<file path="config.mk">
export PLATFORM = sky130hd
export DESIGN_NAME = multichannel_one_pole_low_pass_top
export DESIGN_NICKNAME = d
export VERILOG_FILES = /design/src/hdl/mopl_pkg.sv /design/src/hdl/multichannel_one_pole_low_pass_top.sv /design/src/hdl/mopl_ram.sv
export SDC_FILE = /design/constraint.sdc
export NUM_CORES = 2
export LEC_CHECK = 0
export ABC_AREA = 1
export BUFFER_PORTS_ARGS = -buffer_cell sky130_fd_sc_hd__clkbuf_2
export CAP_MARGIN = 10
export CELL_PAD_IN_SITES_DETAIL_PLACEMENT = 2
export CELL_PAD_IN_SITES_GLOBAL_PLACEMENT = 2
export CORE_UTILIZATION = 46
export DETAILED_ROUTE_END_ITERATION = 10
export GPL_ROUTABILITY_DRIVEN = 0
export PLACE_DENSITY = 0.84
export SYNTH_ARGS = -nofsm -noshare
export SYNTH_HDL_FRONTEND = slang
export SYNTH_SLANG_ARGS = --single-unit
</file>
<file path="constraint.sdc">
create_clock -name clk -period 31.3 [get_ports clk]
set_clock_uncertainty 0.05 [all_clocks]
set_input_delay 6.26 -clock clk [delete_from_list [all_inputs] [get_ports clk]]
set_output_delay 6.26 -clock clk [all_outputs]
set_load 0.01 [all_outputs]
</file>
<file path="src/hdl/mopl_pkg.sv">
// ----------------------------------------------------------------------------
// mopl_pkg
// Item types, status codes and register map of the multichannel one-pole
// low-pass filter.
// ----------------------------------------------------------------------------
package mopl_pkg;

  localparam int SAMPLE_W = 25;
  localparam int CHAN_REG_W = 5;
  localparam int COEFF_REG_W = 16;

  localparam logic signed [SAMPLE_W-1:0] ONE_Q23 = 25'sd8388608;
  localparam logic signed [SAMPLE_W-1:0] NEG_ONE_Q23 = -25'sd8388608;

  localparam logic [1:0] STATUS_OK         = 2'd0;
  localparam logic [1:0] STATUS_RANGE      = 2'd1;
  localparam logic [1:0] STATUS_MISALIGNED = 2'd2;
  localparam logic [1:0] STATUS_ABORTED    = 2'd3;

  localparam logic REG_CHANNELS = 1'b0;
  localparam logic REG_COEFF    = 1'b1;

  localparam logic [CHAN_REG_W-1:0] CHANNELS_RESET = 5'd1;
  localparam logic [COEFF_REG_W-1:0] COEFF_RESET = 16'd32768;

  typedef struct packed {
    logic signed [SAMPLE_W-1:0] sample;
    logic                       clear_hist;
    logic                       last;
  } in_item_t;

  typedef struct packed {
    logic signed [SAMPLE_W-1:0] filtered;
    logic [1:0]                 status;
    logic                       last_out;
  } out_item_t;

endpackage

</file>
<file path="src/hdl/multichannel_one_pole_low_pass_top.sv">
// ----------------------------------------------------------------------------
// multichannel_one_pole_low_pass_top
// Interleaved multichannel one-pole low-pass filter with per-batch commit
// and rollback of the channel histories.
// ----------------------------------------------------------------------------
//  channel   | signals                        | payload
//  ----------+--------------------------------+----------------------------
//  samples   | smp_valid / smp_ready          | smp_item  (mopl_pkg::in_item_t)
//  results   | flt_valid / flt_ready          | flt_item  (mopl_pkg::out_item_t)
//  config    | psel penable pwrite paddr ...  | pwdata / prdata, 32 bits
//
// One item per cycle unless the result queue fills; results are registered.
// Histories sit in one RAM of two banks per channel; a per-channel bank bit
// and dirty bit make commit and rollback a flag update.
// Back-to-back items on one channel use a forwarding register past the RAM.
// A three-entry result queue absorbs stalls; input stalls once the queue and
// the filter stage together hold three items.
// Reset clears the per-channel flags; no clearing pass over the RAM.
// ----------------------------------------------------------------------------
module multichannel_one_pole_low_pass_top #(
  parameter int MAX_CHANNELS = 16,
  parameter int COEFF_BITS = 16
) (
  input  logic               clk,
  input  logic               rst,
  input  logic               smp_valid,
  output logic               smp_ready,
  input  mopl_pkg::in_item_t smp_item,
  output logic               flt_valid,
  input  logic               flt_ready,
  output mopl_pkg::out_item_t flt_item,
  input  logic               psel,
  input  logic               penable,
  input  logic               pwrite,
  input  logic [2:0]         paddr,
  input  logic [31:0]        pwdata,
  output logic [31:0]        prdata,
  output logic               pready
);

  import mopl_pkg::*;

  localparam int CH_W = (MAX_CHANNELS > 1) ? $clog2(MAX_CHANNELS) : 1;
  localparam int CNT_W = $clog2(MAX_CHANNELS + 1);
  localparam int ADDR_W = CH_W + 1;
  localparam int RAM_DEPTH = 2 * (2 ** CH_W);
  localparam int PROD_W = SAMPLE_W + 2 + COEFF_BITS;
  localparam logic [8:0] MAX_N = 9'(MAX_CHANNELS);

  typedef struct packed {
    logic signed [SAMPLE_W-1:0] x;
    logic [ADDR_W-1:0]          rd_addr;
    logic [ADDR_W-1:0]          wr_addr;
    logic                       primed;
    logic                       filter;
    logic [1:0]                 status;
    logic                       last;
  } s1_t;

  // configuration
  logic [CHAN_REG_W-1:0]  channels_in_use;
  logic [COEFF_REG_W-1:0] smoothing_coefficient;
  logic                   cfg_write;

  assign pready = 1'b1;
  assign cfg_write = psel && penable && pwrite;

  always_ff @(posedge clk) begin
    if (rst) begin
      channels_in_use <= CHANNELS_RESET;
      smoothing_coefficient <= COEFF_RESET;
    end else if (cfg_write) begin
      unique case (paddr[2])
        REG_CHANNELS: channels_in_use <= pwdata[CHAN_REG_W-1:0];
        REG_COEFF:    smoothing_coefficient <= pwdata[COEFF_REG_W-1:0];
        default:      ;
      endcase
    end
  end

  always_comb begin
    unique case (paddr[2])
      REG_CHANNELS: prdata = 32'(channels_in_use);
      REG_COEFF:    prdata = 32'(smoothing_coefficient);
      default:      prdata = '0;
    endcase
  end

  // batch control state
  logic [MAX_CHANNELS-1:0] committed_primed;
  logic [MAX_CHANNELS-1:0] working_primed;
  logic [MAX_CHANNELS-1:0] dirty;
  logic [MAX_CHANNELS-1:0] bank;
  logic [CH_W-1:0]         position;
  logic                    batch_failed;
  logic                    at_batch_start;

  logic                    accept;
  logic [8:0]              cfg_n;
  logic [8:0]              n_wide;
  logic [CNT_W-1:0]        n;
  logic [CH_W-1:0]         pos_base;
  logic [CH_W-1:0]         ch;
  logic [CNT_W-1:0]        ch_plus;
  logic [CH_W-1:0]         pos_next;
  logic [MAX_CHANNELS-1:0] wp_eff;
  logic [MAX_CHANNELS-1:0] wp_next;
  logic [MAX_CHANNELS-1:0] dirty_next;
  logic                    failed_eff;
  logic                    failed_next;
  logic                    out_of_range;
  logic                    do_filter;
  logic [1:0]              status0;
  logic                    rd_bank;
  s1_t                     s1_in;

  always_comb begin
    cfg_n = 9'(channels_in_use);
    if (cfg_n == 9'd0) begin
      n_wide = 9'd1;
    end else if (cfg_n > MAX_N) begin
      n_wide = MAX_N;
    end else begin
      n_wide = cfg_n;
    end
    n = n_wide[CNT_W-1:0];

    pos_base = at_batch_start ? '0 : position;
    ch = (CNT_W'(pos_base) >= n) ? '0 : pos_base;
    ch_plus = CNT_W'(ch) + CNT_W'(1);
    pos_next = (ch_plus >= n) ? '0 : ch_plus[CH_W-1:0];

    if (at_batch_start) begin
      wp_eff = smp_item.clear_hist ? '0 : committed_primed;
    end else begin
      wp_eff = working_primed;
    end
    failed_eff = at_batch_start ? 1'b0 : batch_failed;

    out_of_range = (smp_item.sample < NEG_ONE_Q23) || (smp_item.sample > ONE_Q23);
    wp_next = wp_eff;
    dirty_next = dirty;
    do_filter = 1'b0;
    failed_next = failed_eff;
    if (failed_eff) begin
      status0 = STATUS_ABORTED;
    end else if (out_of_range) begin
      status0 = STATUS_RANGE;
      failed_next = 1'b1;
    end else begin
      status0 = STATUS_OK;
      do_filter = 1'b1;
      wp_next[ch] = 1'b1;
      dirty_next[ch] = 1'b1;
    end
    if (smp_item.last && !failed_next && pos_next != '0) begin
      status0 = STATUS_MISALIGNED;
      failed_next = 1'b1;
    end

    rd_bank = dirty[ch] ? ~bank[ch] : bank[ch];
    s1_in.x = smp_item.sample;
    s1_in.rd_addr = {rd_bank, ch};
    s1_in.wr_addr = {~bank[ch], ch};
    s1_in.primed = wp_eff[ch];
    s1_in.filter = do_filter;
    s1_in.status = status0;
    s1_in.last = smp_item.last;
  end

  always_ff @(posedge clk) begin
    if (rst) begin
      committed_primed <= '0;
      working_primed <= '0;
      dirty <= '0;
      bank <= '0;
      position <= '0;
      batch_failed <= 1'b0;
      at_batch_start <= 1'b1;
    end else if (accept) begin
      working_primed <= wp_next;
      position <= pos_next;
      batch_failed <= failed_next;
      at_batch_start <= smp_item.last;
      if (smp_item.last) begin
        dirty <= '0;
        if (!failed_next) begin
          committed_primed <= wp_next;
          bank <= bank ^ dirty_next;
        end
      end else begin
        dirty <= dirty_next;
      end
    end
  end

  // history RAM and filter stage
  s1_t                        s1;
  logic                       s1_valid;
  logic [SAMPLE_W-1:0]        ram_rdata;
  logic                       ram_we;
  logic signed [SAMPLE_W-1:0] y_old;
  logic signed [SAMPLE_W-1:0] y_new;
  logic signed [SAMPLE_W:0]   diff;
  logic [39:0]                coeff_wide;
  logic [COEFF_BITS-1:0]      alpha;
  logic signed [PROD_W-1:0]   prod;
  logic signed [PROD_W-1:0]   step;
  logic                       fwd_valid;
  logic [ADDR_W-1:0]          fwd_addr;
  logic signed [SAMPLE_W-1:0] fwd_data;
  out_item_t                  s1_out;

  mopl_ram #(
    .WIDTH(SAMPLE_W),
    .DEPTH(RAM_DEPTH)
  ) u_hist_ram (
    .clk  (clk),
    .we   (ram_we),
    .waddr(s1.wr_addr),
    .wdata(y_new),
    .raddr(s1_in.rd_addr),
    .rdata(ram_rdata)
  );

  assign ram_we = s1_valid && s1.filter;
  assign coeff_wide = 40'(smoothing_coefficient);
  assign alpha = coeff_wide[COEFF_BITS-1:0];

  always_comb begin
    if (fwd_valid && fwd_addr == s1.rd_addr) begin
      y_old = fwd_data;
    end else begin
      y_old = $signed(ram_rdata);
    end
    diff = (SAMPLE_W + 1)'(s1.x) - (SAMPLE_W + 1)'(y_old);
    prod = PROD_W'(diff) * $signed({1'b0, alpha});
    step = (prod + (PROD_W'(1) <<< (COEFF_BITS - 1))) >>> COEFF_BITS;
    if (s1.primed) begin
      y_new = y_old + step[SAMPLE_W-1:0];
    end else begin
      y_new = s1.x;
    end
    s1_out.filtered = (s1.status == STATUS_OK) ? y_new : '0;
    s1_out.status = s1.status;
    s1_out.last_out = s1.last;
  end

  always_ff @(posedge clk) begin
    if (rst) begin
      s1_valid <= 1'b0;
      fwd_valid <= 1'b0;
    end else begin
      s1_valid <= accept;
      fwd_valid <= ram_we;
    end
    s1 <= s1_in;
    fwd_addr <= s1.wr_addr;
    fwd_data <= y_new;
  end

  // result queue
  out_item_t  queue [3];
  logic [1:0] wr_ptr;
  logic [1:0] rd_ptr;
  logic [1:0] count;
  logic       pop;

  assign flt_valid = count != 2'd0;
  assign flt_item = queue[rd_ptr];
  assign pop = flt_valid && flt_ready;
  assign smp_ready = (3'(count) + 3'(s1_valid)) <= 3'd2;
  assign accept = smp_valid && smp_ready;

  always_ff @(posedge clk) begin
    if (rst) begin
      wr_ptr <= '0;
      rd_ptr <= '0;
      count <= '0;
    end else begin
      if (s1_valid) begin
        wr_ptr <= (wr_ptr == 2'd2) ? 2'd0 : wr_ptr + 2'd1;
      end
      if (pop) begin
        rd_ptr <= (rd_ptr == 2'd2) ? 2'd0 : rd_ptr + 2'd1;
      end
      count <= count + 2'(s1_valid) - 2'(pop);
    end
    if (s1_valid) begin
      queue[wr_ptr] <= s1_out;
    end
  end

endmodule

</file>
<file path="src/hdl/mopl_ram.sv">
// ----------------------------------------------------------------------------
// mopl_ram
// Generic single-write, single-read RAM with registered read data.
// ----------------------------------------------------------------------------
module mopl_ram #(
  parameter int WIDTH = 25,
  parameter int DEPTH = 32
) (
  input  logic                     clk,
  input  logic                     we,
  input  logic [$clog2(DEPTH)-1:0] waddr,
  input  logic [WIDTH-1:0]         wdata,
  input  logic [$clog2(DEPTH)-1:0] raddr,
  output logic [WIDTH-1:0]         rdata
);

  logic [WIDTH-1:0] mem [DEPTH];

  always_ff @(posedge clk) begin
    if (we) begin
      mem[waddr] <= wdata;
    end
    rdata <= mem[raddr];
  end

endmodule
</file>
Word level (Yosys, flattened, before mapping)
Memories as Yosys holds them, arrays and structs flattened. A register that Yosys moved wholly into a read port is not among the register bits.
Cells that the tools add are included.
Word-level totals
  bits in registers: 169
  RAM bits: 884
  input port bits: 69
  output and inout port bits: 63
  logic and storage cells: 112
  memories: 2
Memory list
  u_hist_ram.mem: depth 32, width 25, read ports 1, clocked after Yosys merged registers in 1, wr ports 1, line mopl_ram.sv:17  | logic [WIDTH-1:0] mem [DEPTH];
  queue: depth 3, width 28, read ports 1, clocked after Yosys merged registers in 1, wr ports 1, line multichannel_one_pole_low_pass_top.sv:263  | out_item_t queue [3];
Operators by class
  add/subtract/negate cells: 9
  multipliers: 1
  order comparisons: 8
  equality and inequality tests: 3
  mux-type cells: 40
  bitwise logic cells: 6
  reduce and logical (&&, ||, !) cells: 19
Operator list (number)
  $mux 16: 7
  $mux 25: 3
  $pmux 32 s2: 1
  $add 41x17->41 const B: 1
  $mul 26x17->41: 1
  $or 16x16->16: 2
  $sub 25x25->26: 1
  $add 25x25->25: 1
  $gt 25x25->1 const B: 1
  $lt 25x24->1 const B: 1
  $mux 1: 16
  $xor 16x16->16: 1
  $bmux 1 s4: 3
  $mux 4: 3
  $mux 5: 2
  $logic_and 1x1->1: 9
  $mux 2: 4
  $add 4x1->5 const B: 1
  $eq 5x5->1: 1
  $ge 4x5->1: 1
  $ge 5x5->1: 1
  $gt 5x5->1 const B: 1
  $logic_not 5->1: 1
  $lt 4x5->1 const B: 1
  other kinds (17): 22

Logic depth before layout (Yosys ltp)
  word-level depth: 13
  gate-level depth with buffers: 65

By module
Synthesis repeated with hierarchy kept, for this count alone.
Unflattened totals
  cell total of the unflattened synthesis: 6546
  area total of the unflattened synthesis: 62336.0 um^2
By module, submodules not included
  mopl_ram: times used 1, cells each 2774, area each 33181.8 um^2
  multichannel_one_pole_low_pass_top: times used 1, cells each 3772, area each 29154.2 um^2

Worst setup path after synthesis
OpenSTA, ideal clock, no wires.
  path kind: input port to output port
  start point: input paddr[2]
  end point: output prdata[0]
  arrival: 6.733 ns
  path slack: 18.257 ns
  stages: 2
  buffers on the path: 1
  cells stage by stage: clkbuf_1 o21ai_0
On the way
  cells in the longest elaborated chain, start to end: 2
RTL lines
  from (decl): line multichannel_one_pole_low_pass_top.sv:35  | input logic [2:0] paddr,
  $not 1->1 (no source line)
  $pmux 32 s2 (*): line multichannel_one_pole_low_pass_top.sv:82  | unique case (paddr[2])
  to (decl): line multichannel_one_pole_low_pass_top.sv:37  | output logic [31:0] prdata,
Every way passes the cells marked *; elsewhere a longest branch is shown, timed or not. The select of a mux whose other input is x is not followed.

==> impl_metrics.yaml <==
timing:
  finalCriticalPeriod_ns: 14.50
  max_slew_margin_pct: -7.92
  fin_crit_sh_pct: 46.3
  rsz0062_at_grt: "false"
  tightest_slew_ns: 1.60
  slew_viol_final: 3
  setup_tns_ns: 0
  setup_viol: 0
  max_freq_ghz: 0.0690
  finalHoldViolCount: 0
hold_path:
  hold_class: "reg2reg"
grt:
  antenna_found_initial: 12
  grt_pass1_vias: 56218
  grt_overflow: 0
  grt_usage_pct: 38.8
  grt_start_max_net_pins: 95
  grt_pass1_wl_um: 383000
run_status:
  status: "finished with violations"
  violations: "capacitance limit, slew limit"
die:
  fp.dieW_um: 368
  initial_core_util_pct: 46.6
  core-area_um2: 132000
  die-area_um2: 135000
  rows: 133
  die_h_um: 368
  ioPinCount: 132
setup_path:
  required_ns: 31.61
  critPathLaunchType: "flip-flop"
  critPathCaptureType: "flip-flop"
  path_class: "reg2reg"
  crit_top_cell: "inv_1"
  crit_arrival_ns: 14.81
  slowest_delay_ns: 1.06
  slowest_stage: "inv_1"
  crit_fanout: 43
clock_network:
  cts_hold_buf: 0
  post_cts_buffers: 0
  path_clk_slew_ns: 0.08
  cts.sinks: 1076
  cts_made_buffers: 112
  htreeDepth: 3
  ctsRootBufferMaster: "clkbuf_16"
  clock_latency_ns: 0.79
  cts_repair_resize_count: 0
  cts_tree: "built"
  cts_buffer_depth: 3
place:
  portBuffers: 96
  dp_hpwl_um: 164000
  placed_area_um2: 63900
cells_and_area:
  design_area_um2: 67900
  drive_gt1_share_pct: 13.2
  fillers: 13205
  nNetsFinal: 6712
  area_growth_pct: 10.4
drt:
  drtIter0Drc: 5443
  dr.pass1.iters: 5
  via_count: 50782
  antenna_left: 0
  wl_per_cell_um: 35.1
  viasPerCell: 6.39
  drcViolationCount: 0
  totalWireLength_um: 279000
job:
  max_cap_violations: 1
synth:
  yosysWarnings: 0
  avgSynthCellArea_um2: 10.2
  async_flop_share_pct: 0
  synth_edf_count: 884
  yosysUniqueCellTypes: 68
  synth.ff_latch_count: 1076
  netlist_instances: 6048
  syn_area_um2: 61500
  synth_flop_cell: "edfxtp_1"
  seq_area_frac_synth_pct: 49.4
cells by family (layout without fill, tap and decap cells):
| kind of cell | Yosys count | count (layout) | synth area share [%] |
|---|---|---|---|
| xor+xnor | 51 | 51 | 0.799 |
| buf+inv | 1261 | 1379 | 8.05 |
| fa+ha+maj | 561 | 561 | 16.2 |
| flops | 1076 | 1076 | 49.4 |
| compound gates | 1074 | 1074 | 10.6 |
| other cells | 2 | 22 | 0.0122 |
| simple gates | 2021 | 2021 | 14.9 |
| mux | 2 | 2 | 0.0346 |
synthesized netlist by cell type (12+ instances only):
library cell | n | area share [%]
a211oi_1 | 25 | 0.31
a21oi_1 | 308 | 2.5
a31oi_1 | 17 | 0.17
a41o_1 | 13 | 0.21
buf_1 | 12 | 0.073
buf_2 | 36 | 0.29
buf_4 | 21 | 0.26
clkbuf_1 | 201 | 1.2
dfxtp_1 | 192 | 6.2
edfxtp_1 | 884 | 43
fa_1 | 393 | 13
ha_1 | 168 | 3.4
inv_1 | 957 | 5.8
inv_2 | 16 | 0.098
nand2_1 | 698 | 4.3
nand2_2 | 22 | 0.22
nand3_1 | 175 | 1.4
nand4_1 | 36 | 0.37
nor2_1 | 654 | 4.0
nor2_2 | 29 | 0.29
nor3_1 | 33 | 0.27
o2111ai_1 | 18 | 0.26
o211ai_1 | 160 | 2.0
o21a_1 | 25 | 0.31
o21ai_0 | 357 | 2.9
o21bai_1 | 32 | 0.39
o221ai_1 | 66 | 0.94
o22ai_1 | 12 | 0.12
or2_1 | 20 | 0.20
or2_2 | 300 | 3.1
or4_1 | 17 | 0.21
xnor2_1 | 21 | 0.30
xor2_1 | 24 | 0.34
layout make-up:
type                    instances  area [um^2]  area share (%)
diodes                          5         12.5          0.0184
well taps                    1755         2200            3.23
repair buffers                188         1400            2.06
flip-flops and latches       1076        30400            44.7
multi-input cells            3726        26600            39.1
clock buffers                 145         3080            4.53
clock inverters                68          619           0.912
inverters                     978         3680            5.42
stage by stage:
| step | std cells | util, % | hold slack [ns] | worst slack (ns) |
|---|---|---|---|---|
| floorplan | 6063 | - | 0.325 | 18.26 |
| global placement | 7709 | 48.3 | 0.335 | 17.90 |
| detailed placement | 7710 | 48.4 | 0.356 | 17.66 |
| CTS | 7923 | 51.2 | 0.380 | 17.21 |
| global route | 7936 | 51.4 | 0.394 | 16.41 |
| finish | 7941 | 51.4 | 0.393 | 16.80 |
routing by layer:
metal	global-route usage, %	vias to the layer above	wire [um]
met1	43.4	26081	95300
met5	0	-	80
met4	26.1	12	23100
met2	67.5	3384	137000
met3	6.74	1238	23400
li1	-	20067	-
flip-flops by register name, summed over array words and instances (netlist names), named ones only:
| name | count |
|---|---|
| committed_primed | 16 |
| at_batch_start | 1 |
| channels_in_use | 5 |
| alpha | 16 |
| count | 2 |
| dirty | 16 |
| batch_failed | 1 |
| position | 4 |
| bank | 16 |
| s1_valid | 1 |
| s1 | 36 |
| fwd_valid | 1 |
| rd_ptr | 2 |
| wr_ptr | 2 |
| fwd_data | 25 |
| u_hist_ram.mem | 800 |
| working_primed | 16 |
| u_hist_ram.rdata | 25 |
| queue | 84 |
| fwd_addr | 5 |
final timing paths:
kind / slack, ns / endpoint / cells past startpoint / from
max: 16.80 / u_hist_ram.mem[30][19]$_DFFE_PP_ / 46 / s1[7]$_DFF_P_
min: 0.39 / fwd_addr[0]$_DFF_P_ / 0 / s1[5]$_DFF_P_
max reg2reg: 16.80 / u_hist_ram.mem[30][19]$_DFFE_PP_ / 46 / s1[7]$_DFF_P_
min reg2reg: 0.39 / fwd_addr[0]$_DFF_P_ / 0 / s1[5]$_DFF_P_
critical path, delay by kind of cell, from the launching register on:
kind,cells,cell delay [ns]
fa+ha+maj,9,4.22
compound gates,13,3.93
flops,1,0.58
xor+xnor,1,0.23
simple gates,12,3.01
buf+inv,11,1.96
cell usage in the layout (no fill, tap or decap), drive strengths merged, types with 3 or more instances in the layout:
cell	Yosys	routed
conb	2	17
fa	393	393
nand3b	7	7
dfxtp	192	192
bufinv	0	6
diode	0	5
nor3	33	33
a31oi	17	17
nand4	37	37
edfxtp	884	884
a211oi	25	25
a21oi	309	309
nor2	689	689
o21a	25	25
o21bai	33	33
or4	17	17
o211ai	160	160
clkbuf	201	242
o221ai	66	66
a41o	13	13
or2	321	321
inv	973	980
nand2	725	725
clkinv	5	56
o22ai	12	12
o2111ai	18	18
buf	77	91
nor4	7	7
xor2	28	28
ha	168	168
nand3	182	182
a21boi	6	6
xnor2	23	23
a2111o	3	3
a41oi	6	6
a221oi	4	4
clkinvlp	0	4
o31ai	4	4
o21ai	367	367
Power is not shown: default switching activity piles up to over one toggle a cycle in this logic, so the estimate is an artifact.
